--- config.mk ---
export PLATFORM = sky130hd
export DESIGN_NAME = wildcard_glob_matcher_top_flat
export DESIGN_NICKNAME = d
export VERILOG_FILES = /design/src/rtl/wgm_pkg.sv /design/src/rtl/wgm_if.sv /design/src/rtl/wgm_ram.sv /design/src/rtl/wgm_front.sv /design/src/rtl/wgm_back.sv /design/src/rtl/wildcard_glob_matcher_top.sv /design/src/flat_wrapper.sv
export SDC_FILE = /design/constraint.sdc
export NUM_CORES = 1
export LEC_CHECK = 0
export BUFFER_PORTS_ARGS = -buffer_cell sky130_fd_sc_hd__buf_4
export CORE_MARGIN = 2
export CORE_UTILIZATION = 35
export CTS_CLUSTER_DIAMETER = 80
export DETAILED_ROUTE_END_ITERATION = 10
export MAX_ROUTING_LAYER = met4
export PLACE_DENSITY = 0.47
export SYNTH_ARGS = -nofsm -noshare
export SYNTH_HDL_FRONTEND = slang
export SYNTH_SLANG_ARGS = --single-unit
--- constraint.sdc ---
create_clock -name clock -period 11.2 [get_ports clock]
set_input_delay 2.24 -clock clock [delete_from_list [all_inputs] [get_ports clock]]
set_output_delay 2.24 -clock clock [all_outputs]
set_load 0.05 [all_outputs]
--- src/rtl/wgm_pkg.sv ---
package wgm_pkg;

   localparam int MAX_PATTERN = 64;
   localparam int ADDR_W = (MAX_PATTERN > 1) ? $clog2(MAX_PATTERN) : 1;
   localparam int LEN_W = $clog2(MAX_PATTERN + 1);
   localparam int SYMBOL_W = 8;
   localparam int COUNT_W = 7;

   localparam logic [LEN_W-1:0] MAX_LEN = LEN_W'(MAX_PATTERN);

   localparam logic [SYMBOL_W-1:0] STAR_BYTE = 8'h2A;
   localparam logic [SYMBOL_W-1:0] ANY_BYTE = 8'h3F;

   typedef enum logic [1:0] {
      KIND_CLEAR   = 2'd0,
      KIND_APPEND  = 2'd1,
      KIND_RESTART = 2'd2,
      KIND_TEXT    = 2'd3
   } kind_type;

   typedef struct packed {
      kind_type            kind;
      logic [SYMBOL_W-1:0] symbol;
   } cmd_type;

endpackage

--- src/rtl/wgm_if.sv ---
interface wgm_req_if;
   import wgm_pkg::*;

   logic                valid;
   logic                ready;
   logic [1:0]          kind;
   logic [SYMBOL_W-1:0] symbol;

   modport source (output valid, output kind, output symbol, input ready);
   modport sink (input valid, input kind, input symbol, output ready);
endinterface

interface wgm_rsp_if;
   import wgm_pkg::*;

   logic               valid;
   logic               ready;
   logic               matched;
   logic               pattern_overflow;
   logic [COUNT_W-1:0] pattern_count;

   modport source (output valid, output matched, output pattern_overflow,
                   output pattern_count, input ready);
   modport sink (input valid, input matched, input pattern_overflow,
                 input pattern_count, output ready);
endinterface

--- src/rtl/wgm_ram.sv ---
module wgm_ram #(
   parameter int WIDTH = 8,
   parameter int DEPTH = 64
) (
   input  logic                                          clock,
   input  logic                                          we,
   input  logic [((DEPTH > 1) ? $clog2(DEPTH) : 1)-1:0] waddr,
   input  logic [WIDTH-1:0]                              wdata,
   input  logic [((DEPTH > 1) ? $clog2(DEPTH) : 1)-1:0] raddr,
   output logic [WIDTH-1:0]                              rdata
);

   logic [WIDTH-1:0] mem_ff [DEPTH];
   logic [WIDTH-1:0] rdata_ff;

   always_ff @(posedge clock) begin
      if (we) begin
         mem_ff[waddr] <= wdata;
      end
      rdata_ff <= mem_ff[raddr];
   end

   assign rdata = rdata_ff;

endmodule

--- src/rtl/wgm_front.sv ---
module wgm_front (
   input  logic             clock,
   input  logic             reset,
   wgm_req_if.sink          req_ch,
   output logic             cmd_valid,
   input  logic             cmd_ready,
   output wgm_pkg::cmd_type cmd
);
   import wgm_pkg::*;

   localparam logic [1:0] QUEUE_FULL = 2'd2;

   cmd_type    queue_ff [2];
   logic       wr_ptr_ff, wr_ptr_in;
   logic       rd_ptr_ff, rd_ptr_in;
   logic [1:0] cnt_ff, cnt_in;
   cmd_type    entry;
   logic       push;
   logic       pop;

   assign req_ch.ready = (cnt_ff != QUEUE_FULL);
   assign cmd_valid = (cnt_ff != 2'd0);
   assign cmd = queue_ff[rd_ptr_ff];

   assign push = req_ch.valid && req_ch.ready;
   assign pop = cmd_valid && cmd_ready;

   // The kind code is decoded once here so that the back end sees a typed command.
   always_comb begin
      entry.kind = kind_type'(req_ch.kind);
      entry.symbol = req_ch.symbol;
   end

   always_comb begin
      wr_ptr_in = push ? ~wr_ptr_ff : wr_ptr_ff;
      rd_ptr_in = pop ? ~rd_ptr_ff : rd_ptr_ff;
      cnt_in = cnt_ff;
      if (push && !pop) begin
         cnt_in = cnt_ff + 2'd1;
      end else if (pop && !push) begin
         cnt_in = cnt_ff - 2'd1;
      end
   end

   always_ff @(posedge clock) begin
      if (reset) begin
         wr_ptr_ff <= 1'b0;
         rd_ptr_ff <= 1'b0;
         cnt_ff <= 2'd0;
      end else begin
         wr_ptr_ff <= wr_ptr_in;
         rd_ptr_ff <= rd_ptr_in;
         cnt_ff <= cnt_in;
      end
      if (push) begin
         queue_ff[wr_ptr_ff] <= entry;
      end
   end

   a_cnt_bound: assert property (@(posedge clock) disable iff (reset)
      cnt_ff <= QUEUE_FULL)
      else $error("command queue count out of range");

   a_full_no_push: assert property (@(posedge clock) disable iff (reset)
      (cnt_ff == QUEUE_FULL && !pop) |=> cnt_ff == QUEUE_FULL)
      else $error("command queue lost an entry while full");

   a_ptr_gap: assert property (@(posedge clock) disable iff (reset)
      (cnt_ff == 2'd1) |-> (wr_ptr_ff != rd_ptr_ff))
      else $error("command queue pointers disagree with count");

endmodule

--- src/rtl/wgm_back.sv ---
module wgm_back (
   input  logic             clock,
   input  logic             reset,
   input  logic             cmd_valid,
   output logic             cmd_ready,
   input  wgm_pkg::cmd_type cmd,
   wgm_rsp_if.source        rsp_ch
);
   import wgm_pkg::*;

   typedef enum logic [1:0] {
      ST_IDLE,
      ST_SWEEP,
      ST_DONE
   } state_type;

   state_type           state_ff, state_in;
   logic [LEN_W-1:0]    len_ff, len_in;
   logic                ovf_ff, ovf_in;
   logic                col0_ff, col0_in;
   logic                feed_ff, feed_in;
   logic [SYMBOL_W-1:0] sym_ff, sym_in;
   logic [LEN_W-1:0]    idx_ff, idx_in;
   logic                pend_ff, pend_in;
   logic [ADDR_W-1:0]   wr_addr_ff, wr_addr_in;
   logic                chain_ff, chain_in;
   logic                oldp_ff, oldp_in;
   logic                out_valid_ff, out_valid_in;
   logic                out_matched_ff, out_matched_in;
   logic                out_ovf_ff, out_ovf_in;
   logic [COUNT_W-1:0]  out_count_ff, out_count_in;

   logic                pat_we;
   logic [SYMBOL_W-1:0] pat_rdata;
   logic                col_we;
   logic                col_rdata;
   logic [ADDR_W-1:0]   rd_addr;
   logic                issue;
   logic                new_bit;

   // Column bit i (prefix of length i) lives at address i-1; bit zero is col0_ff.
   wgm_ram #(.WIDTH(SYMBOL_W), .DEPTH(MAX_PATTERN)) u_pattern_ram (
      .clock (clock),
      .we    (pat_we),
      .waddr (len_ff[ADDR_W-1:0]),
      .wdata (cmd.symbol),
      .raddr (rd_addr),
      .rdata (pat_rdata)
   );

   wgm_ram #(.WIDTH(1), .DEPTH(MAX_PATTERN)) u_column_ram (
      .clock (clock),
      .we    (col_we),
      .waddr (wr_addr_ff),
      .wdata (new_bit),
      .raddr (rd_addr),
      .rdata (col_rdata)
   );

   assign rd_addr = idx_ff[ADDR_W-1:0];

   // chain_ff carries the new bit of the previous prefix, oldp_ff its old bit.
   always_comb begin
      if (feed_ff) begin
         if (pat_rdata == STAR_BYTE) begin
            new_bit = chain_ff | col_rdata;
         end else if (pat_rdata == ANY_BYTE || pat_rdata == sym_ff) begin
            new_bit = oldp_ff;
         end else begin
            new_bit = 1'b0;
         end
      end else begin
         new_bit = chain_ff & (pat_rdata == STAR_BYTE);
      end
   end

   always_comb begin
      state_in = state_ff;
      len_in = len_ff;
      ovf_in = ovf_ff;
      col0_in = col0_ff;
      feed_in = feed_ff;
      sym_in = sym_ff;
      idx_in = idx_ff;
      pend_in = 1'b0;
      wr_addr_in = wr_addr_ff;
      chain_in = chain_ff;
      oldp_in = oldp_ff;
      out_valid_in = out_valid_ff && !rsp_ch.ready;
      out_matched_in = out_matched_ff;
      out_ovf_in = out_ovf_ff;
      out_count_in = out_count_ff;
      cmd_ready = 1'b0;
      pat_we = 1'b0;
      col_we = 1'b0;
      issue = 1'b0;
      unique case (state_ff)
         ST_IDLE: begin
            cmd_ready = 1'b1;
            if (cmd_valid) begin
               idx_in = '0;
               state_in = ST_SWEEP;
               feed_in = 1'b0;
               chain_in = 1'b1;
               col0_in = 1'b1;
               unique case (cmd.kind)
                  KIND_CLEAR: begin
                     len_in = '0;
                     ovf_in = 1'b0;
                  end
                  KIND_APPEND: begin
                     if (len_ff < MAX_LEN) begin
                        pat_we = 1'b1;
                        len_in = len_ff + LEN_W'(1);
                     end else begin
                        ovf_in = 1'b1;
                     end
                  end
                  KIND_RESTART: begin
                     col0_in = 1'b1;
                  end
                  KIND_TEXT: begin
                     feed_in = 1'b1;
                     sym_in = cmd.symbol;
                     chain_in = 1'b0;
                     col0_in = 1'b0;
                     oldp_in = col0_ff;
                  end
                  default: begin
                     state_in = ST_SWEEP;
                  end
               endcase
            end
         end
         ST_SWEEP: begin
            issue = (idx_ff < len_ff);
            if (issue) begin
               idx_in = idx_ff + LEN_W'(1);
            end
            pend_in = issue;
            wr_addr_in = idx_ff[ADDR_W-1:0];
            if (pend_ff) begin
               col_we = 1'b1;
               chain_in = new_bit;
               oldp_in = col_rdata;
            end
            if (!issue && !pend_ff) begin
               state_in = ST_DONE;
            end
         end
         ST_DONE: begin
            if (!out_valid_ff || rsp_ch.ready) begin
               out_valid_in = 1'b1;
               out_matched_in = chain_ff;
               out_ovf_in = ovf_ff;
               out_count_in = COUNT_W'(len_ff);
               state_in = ST_IDLE;
            end
         end
         default: begin
            state_in = ST_IDLE;
         end
      endcase
   end

   always_ff @(posedge clock) begin
      if (reset) begin
         state_ff <= ST_IDLE;
         len_ff <= '0;
         ovf_ff <= 1'b0;
         col0_ff <= 1'b1;
         pend_ff <= 1'b0;
         out_valid_ff <= 1'b0;
      end else begin
         state_ff <= state_in;
         len_ff <= len_in;
         ovf_ff <= ovf_in;
         col0_ff <= col0_in;
         pend_ff <= pend_in;
         out_valid_ff <= out_valid_in;
      end
      feed_ff <= feed_in;
      sym_ff <= sym_in;
      idx_ff <= idx_in;
      wr_addr_ff <= wr_addr_in;
      chain_ff <= chain_in;
      oldp_ff <= oldp_in;
      out_matched_ff <= out_matched_in;
      out_ovf_ff <= out_ovf_in;
      out_count_ff <= out_count_in;
   end

   assign rsp_ch.valid = out_valid_ff;
   assign rsp_ch.matched = out_matched_ff;
   assign rsp_ch.pattern_overflow = out_ovf_ff;
   assign rsp_ch.pattern_count = out_count_ff;

   a_len_cap: assert property (@(posedge clock) disable iff (reset)
      len_ff <= MAX_LEN)
      else $error("pattern length beyond capacity");

   a_ovf_full: assert property (@(posedge clock) disable iff (reset)
      ovf_ff |-> (len_ff == MAX_LEN))
      else $error("overflow flagged while the pattern store has room");

   a_sweep_idx: assert property (@(posedge clock) disable iff (reset)
      (state_ff == ST_SWEEP) |-> (idx_ff <= len_ff))
      else $error("sweep index ran past the pattern length");

   a_result_from_done: assert property (@(posedge clock) disable iff (reset)
      $rose(out_valid_ff) |-> $past(state_ff == ST_DONE))
      else $error("result loaded outside the completion state");

endmodule

--- src/rtl/wildcard_glob_matcher_top.sv ---
// Channel   Direction  Fields
// req_ch    in         kind[1:0], symbol[7:0]
// rsp_ch    out        matched, pattern_overflow, pattern_count[6:0]
//
// In the back end each transaction sweeps the stored pattern: one position of the pattern and
// column memories is swept per cycle, and the column bit of each position is written once its
// read lands.
// Reset is synchronous and active high; it empties the pattern and the command queue.
// A two-entry command queue takes new transactions while the back end is busy, and the
// output register holds a finished result while the sink stalls.
module wildcard_glob_matcher_top (
   input logic        clock,
   input logic        reset,
   wgm_req_if.sink    req_ch,
   wgm_rsp_if.source  rsp_ch
);
   import wgm_pkg::*;

   logic    cmd_valid;
   logic    cmd_ready;
   cmd_type cmd;

   wgm_front u_front (
      .clock     (clock),
      .reset     (reset),
      .req_ch    (req_ch),
      .cmd_valid (cmd_valid),
      .cmd_ready (cmd_ready),
      .cmd       (cmd)
   );

   wgm_back u_back (
      .clock     (clock),
      .reset     (reset),
      .cmd_valid (cmd_valid),
      .cmd_ready (cmd_ready),
      .cmd       (cmd),
      .rsp_ch    (rsp_ch)
   );

endmodule

--- src/flat_wrapper.sv ---
// flat-port wrapper written by rule: the top's interface ports become plain ports
module wildcard_glob_matcher_top_flat import wgm_pkg::*;
  (clock, reset, req_ch_valid, req_ch_kind, req_ch_symbol, req_ch_ready, rsp_ch_valid, rsp_ch_matched, rsp_ch_pattern_overflow, rsp_ch_pattern_count, rsp_ch_ready);
  wgm_req_if req_ch_i ();
  wgm_rsp_if rsp_ch_i ();
  input logic clock;
  input logic reset;
  input wire logic [$bits(req_ch_i.valid)-1:0] req_ch_valid;
  input wire logic [$bits(req_ch_i.kind)-1:0] req_ch_kind;
  input wire logic [$bits(req_ch_i.symbol)-1:0] req_ch_symbol;
  output wire logic [$bits(req_ch_i.ready)-1:0] req_ch_ready;
  output wire logic [$bits(rsp_ch_i.valid)-1:0] rsp_ch_valid;
  output wire logic [$bits(rsp_ch_i.matched)-1:0] rsp_ch_matched;
  output wire logic [$bits(rsp_ch_i.pattern_overflow)-1:0] rsp_ch_pattern_overflow;
  output wire logic [$bits(rsp_ch_i.pattern_count)-1:0] rsp_ch_pattern_count;
  input wire logic [$bits(rsp_ch_i.ready)-1:0] rsp_ch_ready;
  assign req_ch_i.valid = req_ch_valid;
  assign req_ch_i.kind = req_ch_kind;
  assign req_ch_i.symbol = req_ch_symbol;
  assign req_ch_ready = req_ch_i.ready;
  assign rsp_ch_valid = rsp_ch_i.valid;
  assign rsp_ch_matched = rsp_ch_i.matched;
  assign rsp_ch_pattern_overflow = rsp_ch_i.pattern_overflow;
  assign rsp_ch_pattern_count = rsp_ch_i.pattern_count;
  assign rsp_ch_i.ready = rsp_ch_ready;
  wildcard_glob_matcher_top u_core (.clock(clock), .reset(reset), .req_ch(req_ch_i), .rsp_ch(rsp_ch_i));
endmodule
==> results of run 1 <==
## through the flow
| step | setup slack (ns) | util, % | instances | hold WS, ns | instance area [um^2] |
|---|---|---|---|---|---|
| floorplan | 7.06 | - | 1416 | 0.403 | 25800 |
| global placement | 7.30 | 37.0 | 2352 | 0.441 | 27100 |
| detailed placement | 7.23 | 37.0 | 2352 | 0.452 | 27100 |
| CTS | 7.21 | 40.2 | 2483 | 0.466 | 29400 |
| global route | 7.18 | 40.2 | 2483 | 0.487 | 29400 |
| finish | 7.36 | 40.2 | 2484 | 0.461 | 29400 |
## synthesized netlist by cell type, types with 3 or more instances
master / count / area (um^2)
sky130_fd_sc_hd__and2_1: 5 / 31.3
sky130_fd_sc_hd__nand3_2: 4 / 40.0
sky130_fd_sc_hd__nor3_1: 18 / 90.1
sky130_fd_sc_hd__mux2i_1: 83 / 831
sky130_fd_sc_hd__xor2_1: 14 / 123
sky130_fd_sc_hd__buf_1: 11 / 41.3
sky130_fd_sc_hd__nand2b_1: 9 / 56.3
sky130_fd_sc_hd__mux2_2: 19 / 214
sky130_fd_sc_hd__ha_1: 9 / 113
sky130_fd_sc_hd__nand4_1: 9 / 56.3
sky130_fd_sc_hd__a22oi_1: 29 / 218
sky130_fd_sc_hd__nor2b_1: 7 / 43.8
sky130_fd_sc_hd__a211oi_1: 17 / 128
sky130_fd_sc_hd__nand3b_1: 3 / 22.5
sky130_fd_sc_hd__clkbuf_1: 19 / 71.3
sky130_fd_sc_hd__a21oi_1: 15 / 75.1
sky130_fd_sc_hd__and3_1: 3 / 18.8
sky130_fd_sc_hd__or3_1: 3 / 18.8
sky130_fd_sc_hd__mux4_2: 107 / 2410
sky130_fd_sc_hd__nand2_1: 22 / 82.6
sky130_fd_sc_hd__dfxtp_1: 27 / 541
sky130_fd_sc_hd__edfxtp_1: 629 / 18900
sky130_fd_sc_hd__inv_1: 17 / 63.8
sky130_fd_sc_hd__xnor2_1: 7 / 61.3
sky130_fd_sc_hd__buf_2: 23 / 115
sky130_fd_sc_hd__nor2_1: 180 / 676
sky130_fd_sc_hd__buf_4: 13 / 97.6
sky130_fd_sc_hd__nand3_1: 32 / 160
sky130_fd_sc_hd__o21ai_0: 42 / 210
sky130_fd_sc_hd__nor4_1: 3 / 18.8
sky130_fd_sc_hd__a221oi_1: 17 / 149
## critical path, stage by stage, from the launching register on
cell and delay [ns]:
sky130_fd_sc_hd__dfxtp_1 0.63, sky130_fd_sc_hd__mux2_2 0.45, sky130_fd_sc_hd__nor3_2 0.20, sky130_fd_sc_hd__and3_1 0.32, sky130_fd_sc_hd__nand4_1 0.77, sky130_fd_sc_hd__nor2_1 1.08
## cell type report
cell class,instances,area [um^2],share of cell area (%)
well taps,959,1200,4.08
flip-flops and latches,656,19400,66.1
inverters,19,71.3,0.243
repair buffers,44,343,1.17
clock inverters,30,367,1.25
clock buffers,101,1960,6.67
diodes,1,2.50,0.00851
multi-input cells,674,6030,20.5
## where the power goes
part / switching (W) / total (W) / leakage (nW) / internal, W
combinational: 0.00124 / 0.00192 / 2.18 / 0.000684
sequential: 0.0000849 / 0.00306 / 5.91 / 0.00297
clock: 0.000941 / 0.00233 / 1.13 / 0.00139
## routing by layer
metal	vias to the layer above	part of all wire, %	GRT usage, %
li1	5746	-	-
met1	7034	46	23.6
met2	281	49	28.0
met3	78	3.8	2.45
met4	0	1.7	4.58
met5	-	0	-
## state kept, by name (all words and copies together), names as in the netlist, 2 cells and up, named ones only
| register | flops |
|---|---|
| u_core.u_back.u_pattern_ram.rdata | 8 |
| u_core.u_back.idx_ff | 7 |
| u_core.u_back.state_ff | 2 |
| u_core.u_back.wr_addr_ff | 6 |
| u_core.u_back.u_pattern_ram.mem_ff | 512 |
| u_core.u_back.sym_ff | 8 |
| u_core.u_front.cnt_ff | 2 |
| u_core.u_back.rsp_ch.pattern_count | 7 |
| u_core.u_back.u_column_ram.mem_ff | 64 |
| u_core.u_back.len_ff | 7 |
| u_core.u_front.queue_ff | 20 |
## logic make-up after synthesis
family	share of synthesized area [%]
AOI/OAI and AO/OA	3.27
and+or+nand+nor	5.41
buffers and inverters	1.58
DFF	75.2
xor gates and xnor gates	0.712
adders and majority gates	0.436
muxes	13.4
## path summary, 6_finish.rpt
check	start	end	slack (ns)	cells past startpoint
worst min register to register	u_core.u_back.ovf_ff	u_core.u_back.rsp_ch.pattern_overflow	0.46	0
worst max-delay path	register	u_core.u_back.u_pattern_ram.mem_ff[35][0]	7.36	5
worst max register to register	register	u_core.u_back.u_pattern_ram.mem_ff[35][0]	7.36	5
worst min-delay path	u_core.u_back.ovf_ff	u_core.u_back.rsp_ch.pattern_overflow	0.46	0
==> flow_results.org, run 1 <==
** Clocking
- Max H-tree Level :: 3
- TritonCTS clock tree :: done
- After clock tree synthesis, the flow added hold-fix buffers numbering 0.
- CTS placed an instance of sky130_fd_sc_hd__clkbuf_16 at the clock tree root.
- The longest clock path from root to sink contains 3 buffers.
- Post-CTS sizing :: 0
- Worst-path clk slew :: 0.05 ns
- At the later pin of the worst-skew pair, clock insertion delay measures 0.62 ns.
- CTS saw 656 sinks.
- Buffers inserted by post-CTS timing repair :: 0
- The number of clock buffers added by TritonCTS is 72.

** Global route
- The number of global-route vias before repair came to 13.5k.
- All-layer global routing usage :: between 10% and 20%
- Entering global routing, the biggest net connects ~120 pins.
- Summed over all layers, the global routing overflow is 0.
- The first global-routing pass estimated between 90000 and 100000 um of wire.
- Antenna violations before repair :: 0

** STA
- Maximum clock frequency :: 0.261 GHz
- On the final layout, the worst clock skew is 0.0231 ns.
- Setup Viol. Count Final :: 0
- The final number of max-transition violations was 0.
- Minimum period implied by the final worst setup slack :: 3.84 ns
- Setup repair after global routing left no endpoint under its margin.
- Share of the clock period used by the worst path :: between 30 and 40%
- Slew headroom :: 23.5%
- At the pin with the least slew margin, the transition time is 1.15 ns.
- The hold violation total from the final report was 0.
- In the final timing run, aggregate negative setup slack is 0 ns.

** Drt
- Dividing the detail-routed wire length by the instance count gives 25.6 um.
- Drt total wl :: ~64000 um
- The first detailed-routing pass ran for 5 iterations.
- Dividing the detail-routed via count by the number of cells gives 5.29.
- Antenna viol nets, final :: 0
- DRT iter0 DRCs :: 1118
- After detailed routing, the number of remaining DRC violations is 0.
- The routed layout has about 13k vias.

** Synthesis
- Yosys printed 0 warnings.
- In the synthesized netlist the dominant register cell turns out to be sky130_fd_sc_hd__edfxtp_1.
- Dividing the synthesized area by the synthesized cell count gives 18.3 um^2.
- Synthesis produced a netlist with a net count of 1439.
- Yosys mapped a number of flops with a built-in enable equal to 629.
- Synthesis handed over a netlist of 1416 instances.
- Part of the Yosys area used for sequential elements :: between 70% and 80%
- Synthesis-stage register bit count :: 656
- Mapped cell area :: 25800 um^2
- Count of unique library cells instantiated by Yosys :: 47
- Ys async rst share :: 0%

** Power
- The design draws roughly 0.0073 W.
- Power Density :: between 200 and 250 nW/um^2
- For this design the static power due to leakage is 9.22 nW.
- Worst vdd ir :: 140 uV

** Final layout
- In the layout the commonest cells are sky130_fd_sc_hd__edfxtp_1 (629), sky130_fd_sc_hd__nor2_1 (180), sky130_fd_sc_hd__mux4_2 (107).
- Leaving out fill and tap cells, the most frequent cell in the layout is sky130_fd_sc_hd__edfxtp_1.
- Layout area overhead :: 13.8%
- After the last flow step, the layout net total stands at 1490.
- Cells with a size suffix above 1 make up 18.7% of the layout.
- Counting the fill cells in the layout gives 6577.

** Flow run
- Number of max-capacitance violations reported :: 0

** Die
- Once the floorplan was initialized, standard cells occupied between 30% and 40% of the core.
- From bottom edge to top edge, the die measures between 200 and 300 um.
- Core Region :: 73100 um^2
- Ports placed on the boundary :: 25
- The floorplan step defined a die boundary enclosing 76000 um^2.
- Die width :: 276 um
- The floorplan has 99 rows.

** Placed design
- Last weighted congestion value of the routability-driven placer :: 0.806
- Port Buffer Count :: 24
- Post-detailed-placement half-perimeter wirelength :: 38900 um

** Setup path
- Of all nets on the critical path, the largest fanout is 11.
- The worst setup path is of the register to register kind.
- At the worst endpoint, the required time is 11.42 ns.
- For the worst setup path, the data arrival time is 4.06 ns.
- Sort of element at the start of the critical path :: register
- Critical Path End Type :: register

** Outcome
- Result of the run :: complete, no violations

** Min path
- Worst hold path class :: register to register
(Power assumes the default switching activity.)
==> inputs of run 2 (changes only) <==
==> constraint.sdc (replaced) <==
create_clock -name clock -period 3.55 [get_ports clock]
set_input_delay 0.71 -clock clock [delete_from_list [all_inputs] [get_ports clock]]
set_output_delay 0.71 -clock clock [all_outputs]
set_load 0.05 [all_outputs]
==> flow_results.org, run 2 (synthesized netlist as in run 1, its figures left out) <==
** STA
- Minimum period implied by the final worst setup slack :: 2.93 ns (was 3.84 ns)
- Share of the clock period used by the worst path :: 82.5% (was 34.2%)
- The number of setup violations in the final report was 0 (unchanged).
- The final number of max-transition violations came to 0 (unchanged).
- The accumulated negative setup slack is 0 ns (unchanged).
- Number of hold violations in the final report :: 0 (unchanged)
- The maximum operating frequency came to 0.342 GHz (was 0.261 GHz).
- The slew at the pin closest to its max-slew limit came to 0.908 ns (was 1.15 ns).
- Unrepaired setup endpoints after global routing :: false (unchanged)
- Slew headroom :: 39.2% (was 23.5%)
- The worst clock skew was 0.0188 ns (was 0.0231 ns).

** Clocking
- Post-CTS sizing :: 0 (unchanged)
- Buffers inserted by post-CTS timing repair :: 0 (unchanged)
- The number of clock buffers inserted by TritonCTS is 73 (was 72).
- Clk buf depth :: 3 (unchanged)
- Worst-path clk slew :: 0.06 ns (was 0.05 ns)
- The post-cts hold buffer count is 0 (unchanged).
- Worst skew pair latency :: 0.62 ns (about the same)
- Max H-tree Level :: 3 (unchanged)
- TritonCTS clock tree :: done (unchanged)
- The number of sinks on the clock net was 656 (unchanged).
- Cell at the root of the clock tree :: sky130_fd_sc_hd__clkbuf_16 (unchanged)

** Die
- Die Footprint :: 76000 um^2 (unchanged)
- The placeable core region is 73100 um^2 (unchanged).
- Number of rows created at floorplan :: 99 (unchanged)
- The effective utilization at floorplan came to 35.4% (unchanged).
- Ports placed on the boundary :: 25 (unchanged)
- The vertical extent of the die is 276 um (unchanged).
- Die width :: 276 um (unchanged)

** Global route
- All-layer global routing usage :: 17.6% (was 17.5%)
- Wire length of the first global-routing pass :: 93800 um (was 94100 um)
- Antenna violations before repair :: 1 (was 0)
- The number of global-route vias before repair came to 13.8k (was 13.5k).
- The residual overflow from global routing was 0 (unchanged).
- The largest net degree at the start of global routing was 65 (was 116).

** Min path
- The worst hold-check path type is input port to register (was register to register).

** Setup path
- The kind of launch point of the worst setup path is a register (unchanged).
- Critical Path End Type :: register (unchanged)
- CP max FO :: 8 (was 11)
- Slowest cell on crit path :: sky130_fd_sc_hd__nor2_1 (unchanged)
- Peak per-stage delay on the critical path :: 0.84 ns (was 1.08 ns)
- Path type of the worst setup path :: register to register (unchanged)
- Endpoint arrival time on the critical path :: 3.16 ns (was 4.06 ns)
- Critical path cell sequence: mux2_2, nor3_2, and3_1, nand4_1, nor2_1 (unchanged).
- The critical path data required time is 3.78 ns (was 11.42 ns).

** Final layout
- Commonest non-fill, non-tap cell in the layout :: sky130_fd_sc_hd__edfxtp_1 (unchanged)
- Flip-flop count of the largest register after layout :: 512 (unchanged)
- Biggest regs :: u_core.u_back.u_pattern_ram.mem_ff (512), u_core.u_back.u_column_ram.mem_ff (64), u_core.u_front.queue_ff (20) (unchanged)
- Layout area overhead :: 15.5% (was 13.8%)
- Most frequent cells in the layout: sky130_fd_sc_hd__edfxtp_1 (629), sky130_fd_sc_hd__nor2_1 (180), sky130_fd_sc_hd__buf_4 (111) (was sky130_fd_sc_hd__edfxtp_1 (629), sky130_fd_sc_hd__nor2_1 (180), sky130_fd_sc_hd__mux4_2 (107)).
- The register with the highest flop count is u_core.u_back.u_pattern_ram.mem_ff (unchanged).
- Share of final-layout standard cells stronger than drive strength 1 :: 21.8% (was 18.7%)
- Net total in the final layout :: 1564 (was 1490)

** Drt
- The amount of wire on met3 after detailed routing came to 2100 um (was 2410 um).
- Top layer reached by signal wires :: met4 (unchanged)
- The final routed DRC violation total was 0 (unchanged).
- The number of antenna-violating nets in the routed design was 0 (unchanged).
- Ratio of routed vias to standard cells :: 5.16 (was 5.29)
- The number of vias after detailed routing was 13.2k (was 13.1k).
- Drt total wl :: 63200 um (was 63600 um)
- Total length of routed met2 wires :: 31300 um (was 31100 um)
- Met1 routed wirelength after detailed routing :: 28300 um (was 29000 um)
- Routed wire length per instance :: 24.7 um (was 25.6 um)
- Router iterations before antenna repair :: 7 (was 5)
- The number of design-rule violations left by the first detailed-router iteration was 1018 (was 1118).

** Power
- Power Density :: 766 nW/um^2 (was 249 nW/um^2)
- Worst vdd ir :: 645 uV (was 140 uV)
- The post-route total power is 0.0229 W (was 0.00731 W).
- Leakage Power :: 9.56 nW (was 9.22 nW)

** Flow run
- Number of max-capacitance violations reported :: 0 (unchanged)

** Outcome
- Result of the run :: complete, no violations (unchanged)

** Placed design
- The global placement routability congestion came to 0.797 (was 0.806).
- Port Buffer Count :: 24 (unchanged)
- Post-detailed-placement half-perimeter wirelength :: 39300 um (was 38900 um)
-- run 2: changes by cell type in the layout (fill, tap and decap cells not counted), moves of 2 or more --
| cell | change |
|---|---|
| sky130_fd_sc_hd__buf_12 | +5 |
| sky130_fd_sc_hd__buf_4 | +68 |
| sky130_fd_sc_hd__bufinv_16 | -4 |
| sky130_fd_sc_hd__clkbuf_1 | -6 |
| sky130_fd_sc_hd__clkbuf_8 | -5 |
| sky130_fd_sc_hd__clkinv_1 | +12 |
| sky130_fd_sc_hd__inv_6 | -2 |
-- run 2: worst paths after layout --
path | end | slack (ns) | start | depth (start not counted)
worst max register to register | u_core.u_back.u_pattern_ram.mem_ff[35][1] | 0.62 | register | 5
worst min-delay path | u_core.u_front.queue_ff[0][0] | 0.27 | req_ch_symbol[0] | 1
worst max-delay path | u_core.u_back.u_pattern_ram.mem_ff[35][1] | 0.62 | register | 5
worst min register to register | u_core.u_back.rsp_ch.pattern_overflow | 0.47 | u_core.u_back.ovf_ff | 0
-- run 2: routing by layer --
layer / global-route usage (%) / vias to the layer above
li1: - / 5892
met1: 23.0 / 6940
met2: 28.3 / 256
met3: 2.85 / 97
met4: 5.04 / 0
met5: - / -
-- run 2: layout make-up --
cell class | instances | area (um^2)
diodes | 1 | 2.50
well taps | 959 | 1200
flip-flops and latches | 656 | 19400
multi-input cells | 674 | 6030
clock inverters | 37 | 288
repair buffers | 117 | 953
clock buffers | 91 | 1890
fillers | 6631 | 43200
inverters | 19 | 71.3
-- run 2: critical path, delay by kind of cell, from the launching register on --
| family | cells | cell delay [ns] |
|---|---|---|
| mux | 1 | 0.39 |
| flops | 1 | 0.34 |
| simple gates | 4 | 1.80 |
-- run 2: report_power, final --
part | total, W | internal (W) | switching [W]
logic | 0.00628 | 0.00235 | 0.00393
registers | 0.00959 | 0.00937 | 0.000226
clock network | 0.00699 | 0.00400 | 0.00299
total | 0.0229 | 0.0157 | 0.00715
-- run 2: through the flow --
step           cells  setup WS (ns)  cell area [um^2]  hold WS [ns]  util (%)
3_5_place_dp    2425          0.663             27700         0.463      37.9
2_1_floorplan   1416          0.522             25800         0.403         -
5_1_grt         2553          0.399             29900         0.241      40.9
4_1_cts         2553          0.617             29900         0.235      40.9
3_3_place_gp    2425          0.682             27700         0.468      37.9
6_report        2554          0.623             29900         0.272      40.9
